[src/rtl/osmt_pkg.sv]
// shared types and constants for the ordered set membership table
package osmt_pkg;

   localparam int CAPACITY_DEF   = 64;
   localparam int ITEM_WIDTH_DEF = 32;

   typedef enum logic [1:0] {
      CMD_INSERT   = 2'd0,
      CMD_ERASE    = 2'd1,
      CMD_CONTAINS = 2'd2,
      CMD_GET      = 2'd3
   } cmd_type;

   typedef enum logic [2:0] {
      ST_IDLE  = 3'b001,
      ST_MATCH = 3'b010,
      ST_APPLY = 3'b100
   } state_type;

   typedef struct packed {
      logic [1:0]  command;
      logic [31:0] key_value;
      logic [5:0]  position;
   } req_type;

   typedef struct packed {
      logic        success;
      logic [31:0] read_value;
      logic [6:0]  entry_count;
      logic        full_reject;
   } rsp_type;

   // broadcast controls from the sequencer to every slot
   typedef struct packed {
      logic evaluate;   // latch a fresh hit flag
      logic by_pos;     // compare slot index instead of stored value
      logic pos_ok;     // requested index lies below the count
      logic push;       // shift toward the older end, slot 0 takes the key
      logic pull;       // close the gap at and after the hit
   } cell_ctl_type;

endpackage

[src/rtl/osmt_cell.sv]
// one slot of the table: stored value, hit flag and neighbor shift
module osmt_cell import osmt_pkg::*; #(
   parameter int ITEM_WIDTH = ITEM_WIDTH_DEF,
   parameter int CW         = 7,
   parameter int INDEX      = 0
) (
   input  logic                  clock,
   input  logic                  reset,
   input  cell_ctl_type          ctl_in,
   input  logic [CW-1:0]         count_in,
   input  logic [CW-1:0]         pos_in,
   input  logic [ITEM_WIDTH-1:0] key_in,
   input  logic [ITEM_WIDTH-1:0] newer_data_in,
   input  logic [ITEM_WIDTH-1:0] older_data_in,
   input  logic                  prefix_hit_in,
   output logic                  prefix_hit_out,
   output logic                  hit_out,
   output logic [ITEM_WIDTH-1:0] data_out,
   output logic [ITEM_WIDTH-1:0] masked_out
);

   logic [ITEM_WIDTH-1:0] data_ff, data_in;
   logic                  hit_ff, hit_in;
   logic                  occupied;

   assign occupied = CW'(INDEX) < count_in;

   always_comb begin
      hit_in = hit_ff;
      if (ctl_in.evaluate) begin
         if (ctl_in.by_pos) begin
            hit_in = occupied && ctl_in.pos_ok && (CW'(INDEX) == pos_in);
         end else begin
            hit_in = occupied && (data_ff == key_in);
         end
      end
   end

   always_comb begin
      data_in = data_ff;
      if (ctl_in.push) begin
         data_in = newer_data_in;
      end else if (ctl_in.pull && prefix_hit_out) begin
         data_in = older_data_in;
      end
   end

   always_ff @(posedge clock) begin
      if (reset) begin
         hit_ff <= 1'b0;
      end else begin
         hit_ff <= hit_in;
      end
   end

   always_ff @(posedge clock) begin
      data_ff <= data_in;
   end

   assign prefix_hit_out = prefix_hit_in | hit_ff;
   assign hit_out        = hit_ff;
   assign data_out       = data_ff;
   assign masked_out     = data_ff & {ITEM_WIDTH{hit_ff}};

endmodule

[config.mk]
export PLATFORM = sky130hd
export DESIGN_NAME = osmt_cell
export DESIGN_NICKNAME = d
export VERILOG_FILES = /design/src/rtl/osmt_pkg.sv /design/src/rtl/osmt_cell.sv
export SDC_FILE = /design/constraint.sdc
export NUM_CORES = 1
export LEC_CHECK = 0
export ABC_CLOCK_PERIOD_IN_PS = 1700
export BUFFER_PORTS_ARGS = -buffer_cell sky130_fd_sc_hd__buf_2
export CAP_MARGIN = 20
export CORE_MARGIN = 4
export CORE_UTILIZATION = 35
export CTS_BUF_LIST = sky130_fd_sc_hd__clkbuf_4 sky130_fd_sc_hd__clkbuf_8
export CTS_CLUSTER_SIZE = 10
export DETAILED_ROUTE_END_ITERATION = 7
export GPL_TIMING_DRIVEN = 0
export PLACE_DENSITY = 0.81
export SETUP_SLACK_MARGIN = 0.3
export SKIP_LAST_GASP = 1
export SYNTH_ARGS = -nofsm -noshare
export SYNTH_HDL_FRONTEND = slang
export SYNTH_SLANG_ARGS = --single-unit
[constraint.sdc]
create_clock -name clock -period 1.7 [get_ports clock]
set_input_delay 0.17 -clock clock [delete_from_list [all_inputs] [get_ports clock]]
set_output_delay 0.17 -clock clock [all_outputs]
set_load 0.1 [all_outputs]
== Word-level counts from Yosys, hierarchy flattened ==
Index checks and enable logic that the tools add are counted.

* Register bits after elaboration: 33
* Word-level logic and storage cells: 15

* Muxes and demuxes: 3
* Bitwise operators: 2
* Reduce and logical (&&, ||, !) cells: 6
* Order comparisons: 1
* Eq/ne operators: 1

{| class="wikitable"
|+ Operators with widths
! operator !! count
|-
| 32-bit 2-to-1 mux || 2
|-
| 32-bit AND || 1
|-
| 32-bit equality test || 1
|-
| 7-bit zero test || 1
|-
| 1-bit by 7-bit < comparator with 1-bit output (first input constant) || 1
|-
| 1-bit logical AND || 4
|-
| 2-bit nonzero test || 1
|-
| 1-bit 2-to-1 mux || 1
|-
| 1-bit OR || 1
|}

== Longest topological paths before layout ==
Gate-level depths: netlist (run 1).

* Depth after elaboration: 4
* Gate-level depth with buffers: 5

== Least setup slack after synthesis (run 1) ==
Ideal clock, no wire load.

* Kind: reg-to-reg
* Start: register hit_ff, in the netlist hit_out
* End: register data_ff[0], in the netlist data_out[0], enable pin
* Data required time: 1312 ps
* Stages on the path, launching flop included: 3
* Arrival: 2406 ps
* Setup slack: -1094 ps
* Library setup time: 388 ps
* Path through: dfxtp_1 -> or2_2 -> a21o_1

* Cells in the longest elaborated chain, start to end: 3

{| class="wikitable"
|+ Ends and longest elaborated chain
! element !! RTL line !! text
|-
| from (decl) || osmt_cell.sv:23 || <nowiki>logic hit_ff, hit_in;</nowiki>
|-
| from (signal assigned) || osmt_cell.sv:52 || <nowiki>hit_ff <= hit_in;</nowiki>
|-
| 1-bit OR || osmt_cell.sv:60 || <nowiki>assign prefix_hit_out = prefix_hit_in | hit_ff;</nowiki>
|-
| net prefix_hit_out || osmt_cell.sv:16 || <nowiki>output logic prefix_hit_out,</nowiki>
|-
| 1-bit logical AND || osmt_cell.sv:43 || <nowiki>end else if (ctl_in.pull && prefix_hit_out) begin</nowiki>
|-
| 2-bit nonzero test (no source line) || n/a ||
|-
| to (signal assigned) || osmt_cell.sv:57 || <nowiki>data_ff <= data_in;</nowiki>
|-
| to (decl) || osmt_cell.sv:22 || <nowiki>logic [ITEM_WIDTH-1:0] data_ff, data_in;</nowiki>
|}

The timed path passes the listed nets, and every way through them passes these cells.
A chain may end at the register's enable or synchronous reset.

== Worst setup path in the final report (run 1) ==
* Start: register data_ff[5], in the netlist data_out[5]
* End: register hit_ff, in the netlist hit_out

* Cells in the longest elaborated chain, start to end: 3

{| class="wikitable"
|+ Ends and longest elaborated chain
! element !! RTL line !! text
|-
| 32-bit equality test || osmt_cell.sv:34 || <nowiki>hit_in = occupied && (data_ff == key_in);</nowiki>
|-
| 1-bit logical AND || osmt_cell.sv:34 ||
|-
| 1-bit 2-to-1 mux || osmt_cell.sv:31 || <nowiki>if (ctl_in.by_pos) begin</nowiki>
|}

No other way between the ends.

==> results of run 1 <==
-- flip-flops by register name, indices dropped and copies added, names as in the netlist --
name and cells:
hit_out 1, data_out 32
-- what timing repair did --
action / CTS / global route
gates cloned: 0 / 2
pin swaps: 5 / 2
gates resized for setup: 93 / 39
endpoints found under the setup margin: 33 / 33
setup buffers: 2 / 8
-- cell usage in the layout (no fill, tap or decap), drive strengths merged --
| cell | count |
|---|---|
| a21o | 1 |
| clkbuf | 13 |
| nor3 | 2 |
| o21ai | 1 |
| a31oi | 1 |
| or2 | 1 |
| dfxtp | 1 |
| mux2 | 32 |
| and2 | 32 |
| nand4 | 8 |
| or4b | 1 |
| or4 | 1 |
| buf | 196 |
| nor4 | 3 |
| xnor2 | 32 |
| nor2b | 1 |
| nand2 | 1 |
| edfxtp | 32 |
| a211oi | 1 |
-- synthesized netlist by cell type (all sizes together) --
master,number,area share (%)
a211oi,1,0.38
a21o,1,0.38
a31oi,1,0.31
and2,32,10
buf,3,0.75
clkbuf,4,0.75
dfxtp,1,1.0
edfxtp,32,48
mux2,32,18
nand2,1,0.19
nand4,8,2.5
nor2b,1,0.31
nor3,2,0.50
nor4,3,0.94
o21ai,1,0.25
or2,1,0.31
or4,1,0.38
or4b,1,0.69
xnor2,32,14
-- per-stage QoR --
stage	hold slack, ps	instances	util (%)
6_report	60.3	432	68.1
2_1_floorplan	239	158	-
3_3_place_gp	336	412	56.0
3_5_place_dp	337	412	56.0
4_1_cts	39.3	422	63.5
5_1_grt	57.5	432	68.1
-- metal layers --
layer  global-route usage, %  part of all wire, %  up-vias
met1                    19.9                   35      938
met5                       0                    0        -
met3                    4.84                  6.7       13
met2                    38.3                   56      101
li1                        -                    -      969
met4                    6.87                  2.1        0
-- critical path, delay by kind of cell, from the launching register on --
family	cells	cell delay [ps]
flops	1	420
simple gates	3	690
compound gates	1	120
xor+xnor	1	240
-- cells by family (layout without fill, tap and decap cells) --
group                     count (synthesis)  count (layout)  synth area share [%]
and+or+nand+nor                          50              50                  15.9
DFF                                      33              33                  49.2
muxes                                    32              32                  18.1
buffers and inverters                     7             209                  1.51
AOI/OAI and AO/OA                         4               4                  1.32
xor gates and xnor gates                 32              32                  14.1
-- power breakdown --
part | leakage (nW) | switching, W | internal [W]
clock | 0.0498 | 0.000254 | 0.000338
combinational | 1.30 | 0.000819 | 0.000376
sequential | 0.329 | 0.0000668 | 0.000980
total | 1.68 | 0.00114 | 0.00169
-- final cells by class --
cell class / count / area [um2]
multi-input cells: 118 / 1080
fillers: 428 / 1750
plain buffers: 7 / 63.8
well taps: 72 / 90.1
repair buffers: 194 / 1440
flip-flops and latches: 33 / 985
clock buffers: 8 / 91.3
-- how the worst max path moves through the flow --
stage / to / slack, ps / start / cells past startpoint
2_1_floorplan: hit_out / -130 / data_out[7] / 5
3_3_place_gp: masked_out[14] / 80 / hit_out / 3
3_5_place_dp: masked_out[16] / 40 / hit_out / 3
4_1_cts: hit_out / 180 / data_out[23] / 5
5_1_grt: hit_out / -40 / data_out[5] / 5
6_report: hit_out / 140 / data_out[5] / 5
==> flow_metrics.py, run 1 <==
metrics = {
    "detailed_routing": {
        "drt-total-wl_um": 7650,
        "vias": 2021,
        "drt_iter0_markers": 44,
        "ant_nets": 0,
        "drc_errors": 0,
        "wire_per_inst_um": 17.7,
        "via_per_inst": 4.68,
        "drt_first_pass_iters": 4,
    },
    "finish": {
        "insertedDiodeCount": 0,
        "finalNetCount": 477,
        "area_growth_syn_to_layout_pct": 88.1,
        "drive_above_1_share_pct": 77.2,
        "final_area_um2": 3750,
    },
    "min_path": {
        "hold_depth": 2,
        "min_to": "hit_out",
        "worstHoldPathType": "in2reg",
        "min_from": "reset",
    },
    "synthesis": {
        "synth-warning-count": 0,
        "synth-seq-area-share_pct": 49.2,
        "yosysUniqueCellTypes": 19,
        "synthCells": 158,
        "netlist_area_um2": 1990,
        "syn_area_per_cell_um2": 12.6,
        "synth-seq-cells": 33,
        "syn_nets": 276,
    },
    "critical_path": {
        "timing.rr.start": "data_out[5]",
        "crit_required_ps": 1890,
        "critPathMaxFanout": 3,
        "crit_path_top_delay_cell": "edfxtp_1",
        "slowest_delay_ps": 420,
        "critPathArrivalTime_ps": 1740,
        "endpoint_kind": "flip-flop",
        "path_cells": "xnor2_1 -> nand4_1 -> nor4_2 -> a211oi_1 -> nor3_1",
        "critical_path_class": "reg2reg",
        "r2r_slack_ps": 140,
        "r2r.worst_path.cells": 5,
        "r2r-end": "hit_out",
        "worstSetupStartpointType": "flip-flop",
    },
    "clocking": {
        "cts.hold.buffers_added": 0,
        "cts_tree": "yes",
        "cts_made_buffers": 5,
        "cts_buffer_depth": 2,
        "ctsRootBufferMaster": "clkbuf_8",
        "clkSlewWorstSetupHoldPaths_ps": 60,
        "htreeDepth": 2,
        "clock_latency_ps": 270,
        "cts.sink_count": 33,
    },
    "pwr": {
        "p_total_w": 0.00283,
        "p_leak_nw": 1.68,
        "powerDensity_nw_per_um2": 755,
        "ir_worst_vdd_uv": 511,
    },
    "floorplanning": {
        "die_area_um2": 6970,
        "die_w_um": 83.5,
        "initial_core_util_pct": 36.2,
        "io_pins": 184,
        "die_h_um": 83.5,
        "row_count": 27,
        "core_area_um2": 5510,
    },
    "timing": {
        "slew_headroom_pct": 66.8,
        "period_share_pct": 91.6,
        "setup_tns_ps": 0,
        "setup_viol": 0,
        "hold_viol_final": 0,
        "finClkSkew_ps": 2.66,
        "fmax_mhz": 643,
        "slew_viol_final": 0,
        "worstMarginPinSlew_ps": 502,
        "setup_ws_ps": 144,
        "rsz0062_at_grt": "true",
        "timing.final.crit_period_ps": 1560,
    },
    "placed_design": {
        "place_congestion": 0.870,
        "dp_hpwl_um": 5560,
        "place_ws_ps": 39.9,
        "dpl_cell_area_um2": 3080,
        "portBuffers": 182,
    },
    "status": {
        "status": "complete, no violations",
    },
    "global_route": {
        "antenna_found_initial": 0,
        "grt-ovfl-total": 0,
        "track_usage_pct": 19.6,
        "grt_pass1_vias": 2146,
        "grt_max_degree": 33,
        "grt_pass1_wl_um": 10700,
    },
    "run": {
        "cap_violations": 0,
    },
}
Note: power is estimated with default switching activity, not from simulation.
==> inputs of run 2 (changes only) <==
--- a/config.mk
+++ b/config.mk
@@ -8,13 +8,14 @@
 export ABC_CLOCK_PERIOD_IN_PS = 1700
 export BUFFER_PORTS_ARGS = -buffer_cell sky130_fd_sc_hd__buf_2
 export CAP_MARGIN = 20
-export CORE_MARGIN = 4
-export CORE_UTILIZATION = 35
+export CELL_PAD_IN_SITES_DETAIL_PLACEMENT = 0
+export CELL_PAD_IN_SITES_GLOBAL_PLACEMENT = 1
+export CORE_UTILIZATION = 24
 export CTS_BUF_LIST = sky130_fd_sc_hd__clkbuf_4 sky130_fd_sc_hd__clkbuf_8
 export CTS_CLUSTER_SIZE = 10
 export DETAILED_ROUTE_END_ITERATION = 7
 export GPL_TIMING_DRIVEN = 0
-export PLACE_DENSITY = 0.81
+export PLACE_DENSITY = 0.79
 export SETUP_SLACK_MARGIN = 0.3
 export SKIP_LAST_GASP = 1
 export SYNTH_ARGS = -nofsm -noshare
==> flow_metrics.py, run 2 (synthesis results as in run 1) <==
metrics = {
    "status": {
        "status": "complete, no violations",
    },
    "clocking": {
        "cts_buffer_depth": 2,
        "htreeDepth": 2,
        "cts.sink_count": 33,
        "clkSlewWorstSetupHoldPaths_ps": 60,
        "clock_latency_ps": 280,
        "cts_made_buffers": 5,
        "ctsRootBufferMaster": "clkbuf_8",
        "cts.hold.buffers_added": 0,
        "cts_tree": "yes",
    },
    "pwr": {
        "pwr-share-clk_pct": 21.2,
        "p_int_w": 0.00172,
        "combPwrFrac_pct": 42.5,
        "p_sw_w": 0.00116,
        "p_sw_share_pct": 40.4,
        "powerDensity_nw_per_um2": 727,
        "p_leak_nw": 1.75,
        "ir_worst_vdd_uv": 428,
        "seqPwrFrac_pct": 36.3,
    },
    "global_route": {
        "grt_pass1_vias": 1981,
        "track_usage_pct": 16.6,
        "antenna_found_initial": 0,
        "grt_max_degree": 33,
        "grt-ovfl-total": 0,
        "grt_pass1_wl_um": 10500,
    },
    "timing": {
        "finClkSkew_ps": 6.08,
        "slew_headroom_pct": 67.2,
        "setup_tns_ps": 0,
        "fmax_mhz": 685,
        "hold_slack_ps": 56.7,
        "timing.final.crit_period_ps": 1460,
        "period_share_pct": 85.9,
        "rsz0062_at_grt": "true",
        "hold_viol_final": 0,
        "slew_viol_final": 0,
        "worstMarginPinSlew_ps": 496,
        "setup_viol": 0,
    },
    "critical_path": {
        "crit_path_top_delay_cell": "edfxtp_1",
        "path_cells": "xnor2_2 -> nand4_1 -> nor4_1 -> a211oi_1 -> nor3_1",
        "slowest_delay_ps": 460,
        "critPathMaxFanout": 3,
        "critPathArrivalTime_ps": 1650,
        "crit_required_ps": 1890,
        "timing.rr.start": "data_out[0]",
        "critical_path_class": "reg2reg",
        "startpoint": "data_out[0]",
        "worstSetupStartpointType": "flip-flop",
        "endpoint_kind": "flip-flop",
    },
    "detailed_routing": {
        "route.met3.wl_um": 339,
        "wire_per_inst_um": 16.3,
        "drt_first_pass_iters": 4,
        "drt_iter0_markers": 60,
        "drc_errors": 0,
        "routed-wl-met2_um": 3950,
        "vias": 1997,
        "ant_nets": 0,
        "wl_met1_um": 3150,
        "drt-total-wl_um": 7460,
        "maxUsedRoutingLayer": "met4",
        "via_per_inst": 4.35,
    },
    "floorplanning": {
        "die_h_um": 93.2,
        "io_pins": 184,
        "die_area_um2": 8680,
        "initial_core_util_pct": 25.3,
        "die_w_um": 93.2,
        "row_count": 32,
        "core_area_um2": 7890,
    },
    "placed_design": {
        "place_congestion": 0.737,
        "dpl_cell_area_um2": 3120,
        "dp_hpwl_um": 5320,
        "portBuffers": 182,
    },
    "finish": {
        "area_growth_syn_to_layout_pct": 98.9,
        "final_area_um2": 3970,
        "final_core_util_pct": 50.3,
        "layout_commonest_cell": "buf_2",
        "finalNetCount": 474,
        "insertedDiodeCount": 0,
        "largest_reg_flops": 32,
        "drive_above_1_share_pct": 78.2,
        "layout_common_cells": "148 x buf_2, 32 x mux2_2, 32 x and2_4, 32 x edfxtp_1, 32 x buf_12",
    },
    "run": {
        "cap_violations": 0,
    },
    "min_path": {
        "worstHoldPathType": "in2reg",
        "min_from": "reset",
    },
}
## run 2: stage by stage
stage                     std cells  setup slack [ps]  power, W
after global placement          442             -12.4   0.00215
after CTS                       456               182   0.00290
final                           459               239   0.00288
after floorplan                 158              -126   0.00189
after detailed placement        442             -32.9   0.00216
after global routing            459              88.9   0.00300
## run 2: power groups by stage
stage	combinational (W)	sequential, W	clock (W)
after floorplan	0.000361	0.00153	0
after global placement	0.00109	0.00106	0
after detailed placement	0.00109	0.00107	0
after CTS	0.00121	0.00105	0.000651
after global routing	0.00127	0.00106	0.000672
final	0.00123	0.00105	0.000611
## run 2: area by class of cell
cell class	count	area, um2
repair buffers	190	1530
well taps	102	128
multi-input cells	119	1140
fillers	703	3920
plain buffers	7	93.8
flip-flops and latches	33	985
clock buffers	8	91.3
## run 2: critical path, delay by kind of cell, from the launching register on
family	cells	cell delay, ps
simple gates	3	610
flops	1	460
xor+xnor	1	200
compound gates	1	110
## run 2: path summary, 6_finish.rpt
| kind | slack, ps | cells after the start | endpoint |
|---|---|---|---|
| min | 60 | 2 | hit_out |
| max reg2reg | 240 | 5 | hit_out |
| max | 240 | 5 | hit_out |
| min reg2reg | 830 | 4 | hit_out |
## run 2: routing by layer
layer | vias to the layer above | global-route usage (%)
met5 | - | 0
met4 | 0 | 3.85
met3 | 2 | 3.33
met2 | 86 | 30.1
met1 | 941 | 20.0
li1 | 968 | -
## run 2: repair_timing
action,CTS,global route
gates resized for setup,147,16
setup buffers,3,2
pin swaps,3,5
endpoints found under the setup margin,35,69
cloned,3,1
==> inputs of run 3 (changes only) <==
--- a/config.mk
+++ b/config.mk
@@ -8,14 +8,12 @@
 export ABC_CLOCK_PERIOD_IN_PS = 1700
 export BUFFER_PORTS_ARGS = -buffer_cell sky130_fd_sc_hd__buf_2
 export CAP_MARGIN = 20
-export CELL_PAD_IN_SITES_DETAIL_PLACEMENT = 0
-export CELL_PAD_IN_SITES_GLOBAL_PLACEMENT = 1
-export CORE_UTILIZATION = 24
+export CORE_UTILIZATION = 35
 export CTS_BUF_LIST = sky130_fd_sc_hd__clkbuf_4 sky130_fd_sc_hd__clkbuf_8
 export CTS_CLUSTER_SIZE = 10
 export DETAILED_ROUTE_END_ITERATION = 7
 export GPL_TIMING_DRIVEN = 0
-export PLACE_DENSITY = 0.79
+export PLACE_DENSITY = 0.81
 export SETUP_SLACK_MARGIN = 0.3
 export SKIP_LAST_GASP = 1
 export SYNTH_ARGS = -nofsm -noshare
==> constraint.sdc (replaced) <==
create_clock -name clock -period 1.7 [get_ports clock]
set_input_delay 0.34 -clock clock [delete_from_list [all_inputs] [get_ports clock]]
set_output_delay 0.34 -clock clock [all_outputs]
set_load 0.1 [all_outputs]
==> flow_metrics.py, run 3 (synthesis results as in run 1) <==
metrics = {
    "status": {
        "status": "complete, no violations",
    },
    "floorplanning": {
        "initial_core_util_pct": 36.2,
        "die_h_um": 77.5,
        "row_count": 27,
        "die_area_um2": 6000,
        "io_pins": 184,
        "core_area_um2": 5510,
        "die_w_um": 77.5,
    },
    "clocking": {
        "cts.sink_count": 33,
        "clock_latency_ps": 270,
        "clkSlewWorstSetupHoldPaths_ps": 60,
        "ctsRootBufferMaster": "clkbuf_8",
        "cts_made_buffers": 5,
        "cts_buffer_depth": 2,
        "htreeDepth": 2,
        "cts_tree": "yes",
    },
    "timing": {
        "finClkSkew_ps": 2.78,
        "hold_slack_ps": 213,
        "setup_tns_ps": 0,
        "worstMarginPinSlew_ps": 332,
        "hold_viol_final": 0,
        "period_share_pct": 91.8,
        "fmax_mhz": 640,
        "slew_headroom_pct": 77.9,
        "slew_viol_final": 0,
        "timing.final.crit_period_ps": 1560,
        "rsz0062_at_grt": "true",
        "setup_viol": 0,
        "setup_ws_ps": 139,
    },
    "min_path": {
        "hold_depth": 2,
        "worstHoldPathType": "in2reg",
    },
    "global_route": {
        "antenna_found_initial": 0,
        "track_usage_pct": 23.3,
        "globalRoute.busiestLayer": "met2",
        "grt_use_met1_pct": 24.0,
        "use_met2_pct": 47.0,
        "grt_max_degree": 33,
        "grt-ovfl-total": 0,
        "grt_pass1_wl_um": 10400,
        "grt_use_met3_pct": 4.35,
        "grt_pass1_vias": 2069,
    },
    "detailed_routing": {
        "drt-total-wl_um": 7220,
        "wire_per_inst_um": 16.8,
        "via_per_inst": 4.81,
        "ant_nets": 0,
        "drt_iter0_markers": 67,
        "drt_first_pass_iters": 4,
        "drc_errors": 0,
        "vias": 2064,
    },
    "critical_path": {
        "critPathMaxFanout": 10,
        "r2r.worst_path.cells": 5,
        "endpoint_kind": "primary output",
        "crit_required_ps": 1360,
        "worstSetupStartpointType": "flip-flop",
        "critPathArrivalTime_ps": 1220,
        "critical_path_class": "reg2out",
    },
    "placed_design": {
        "dp_hpwl_um": 5030,
        "portBuffers": 182,
        "place_ws_ps": -134,
        "place_congestion": 0.752,
    },
    "pwr": {
        "p_leak_nw": 1.73,
        "powerDensity_nw_per_um2": 729,
        "ir_worst_vdd_uv": 466,
        "p_total_w": 0.00286,
    },
    "finish": {
        "finalNetCount": 474,
        "fillCellCount": 369,
        "seqCellArea_um2": 985,
        "largest_reg_flops": 32,
        "multi_input_area_um2": 1130,
        "area_growth_syn_to_layout_pct": 96.4,
        "insertedDiodeCount": 0,
        "drive_above_1_share_pct": 77.3,
        "layout_commonest_cell": "buf_2",
        "layout_common_cells": "119 x buf_2, 36 x buf_4, 33 x buf_12",
    },
    "run": {
        "cap_violations": 0,
    },
}
==> run 3: cell count changes in the layout (fill, tap and decap cells not counted), sizes merged <==
cell,previous run,this run
buf,187,193
clkbuf,18,9
clkinv,0,3
==> run 3: worst max-delay path: stages (launching register included) <==
cell,delay [ps]
dfxtp_4,410
clkbuf_8,190
and2_4,170
buf_12,170
==> run 3: layout make-up <==
type / count / share of cell area, %
timing repair buffer: 190 / 40.0
buffer: 7 / 1.53
multi-input combinational: 119 / 28.9
tap: 72 / 2.30
clock inverter: 3 / 0.319
clock buffer: 5 / 1.76
sequential: 33 / 25.1
==> run 3: power by group <==
part           switching, W  leakage [nW]  total [W]  internal, W
Combinational      0.000825          1.36    0.00126     0.000432
Clock              0.000267        0.0430   0.000542     0.000275
Sequential        0.0000780         0.329    0.00106     0.000979
==> run 3: worst paths after layout <==
path | start | end | slack [ps]
worst max-delay path | hit_out | masked_out[20] | 140
worst max register to register | data_out[30] | hit_out | 190
worst min register to register | hit_out | hit_out | 760
worst min-delay path | reset | hit_out | 210
==> run 3: metrics by stage <==
stage          cell area [um2]  utilization [%]  std cells
2_1_floorplan             2090                -        158
3_3_place_gp              3090             56.1        412
3_5_place_dp              3090             56.1        412
4_1_cts                   3790             68.8        421
5_1_grt                   3920             71.1        429
6_report                  3920             71.1        429
==> run 3: timing repair <==
item	4_1_cts	5_1_grt
cloned	0	1
endpoints found under the setup margin	67	71
buffers inserted	1	7
hold buffers	0	0
pin swaps	4	14
resized for setup	174	14
==> run 3: per-layer routing <==
| layer | vias to the layer above | share of wire (%) |
|---|---|---|
| li1 | 963 | - |
| met1 | 985 | 35 |
| met2 | 108 | 58 |
| met3 | 8 | 5.8 |
| met4 | 0 | 1.3 |
| met5 | - | 0 |
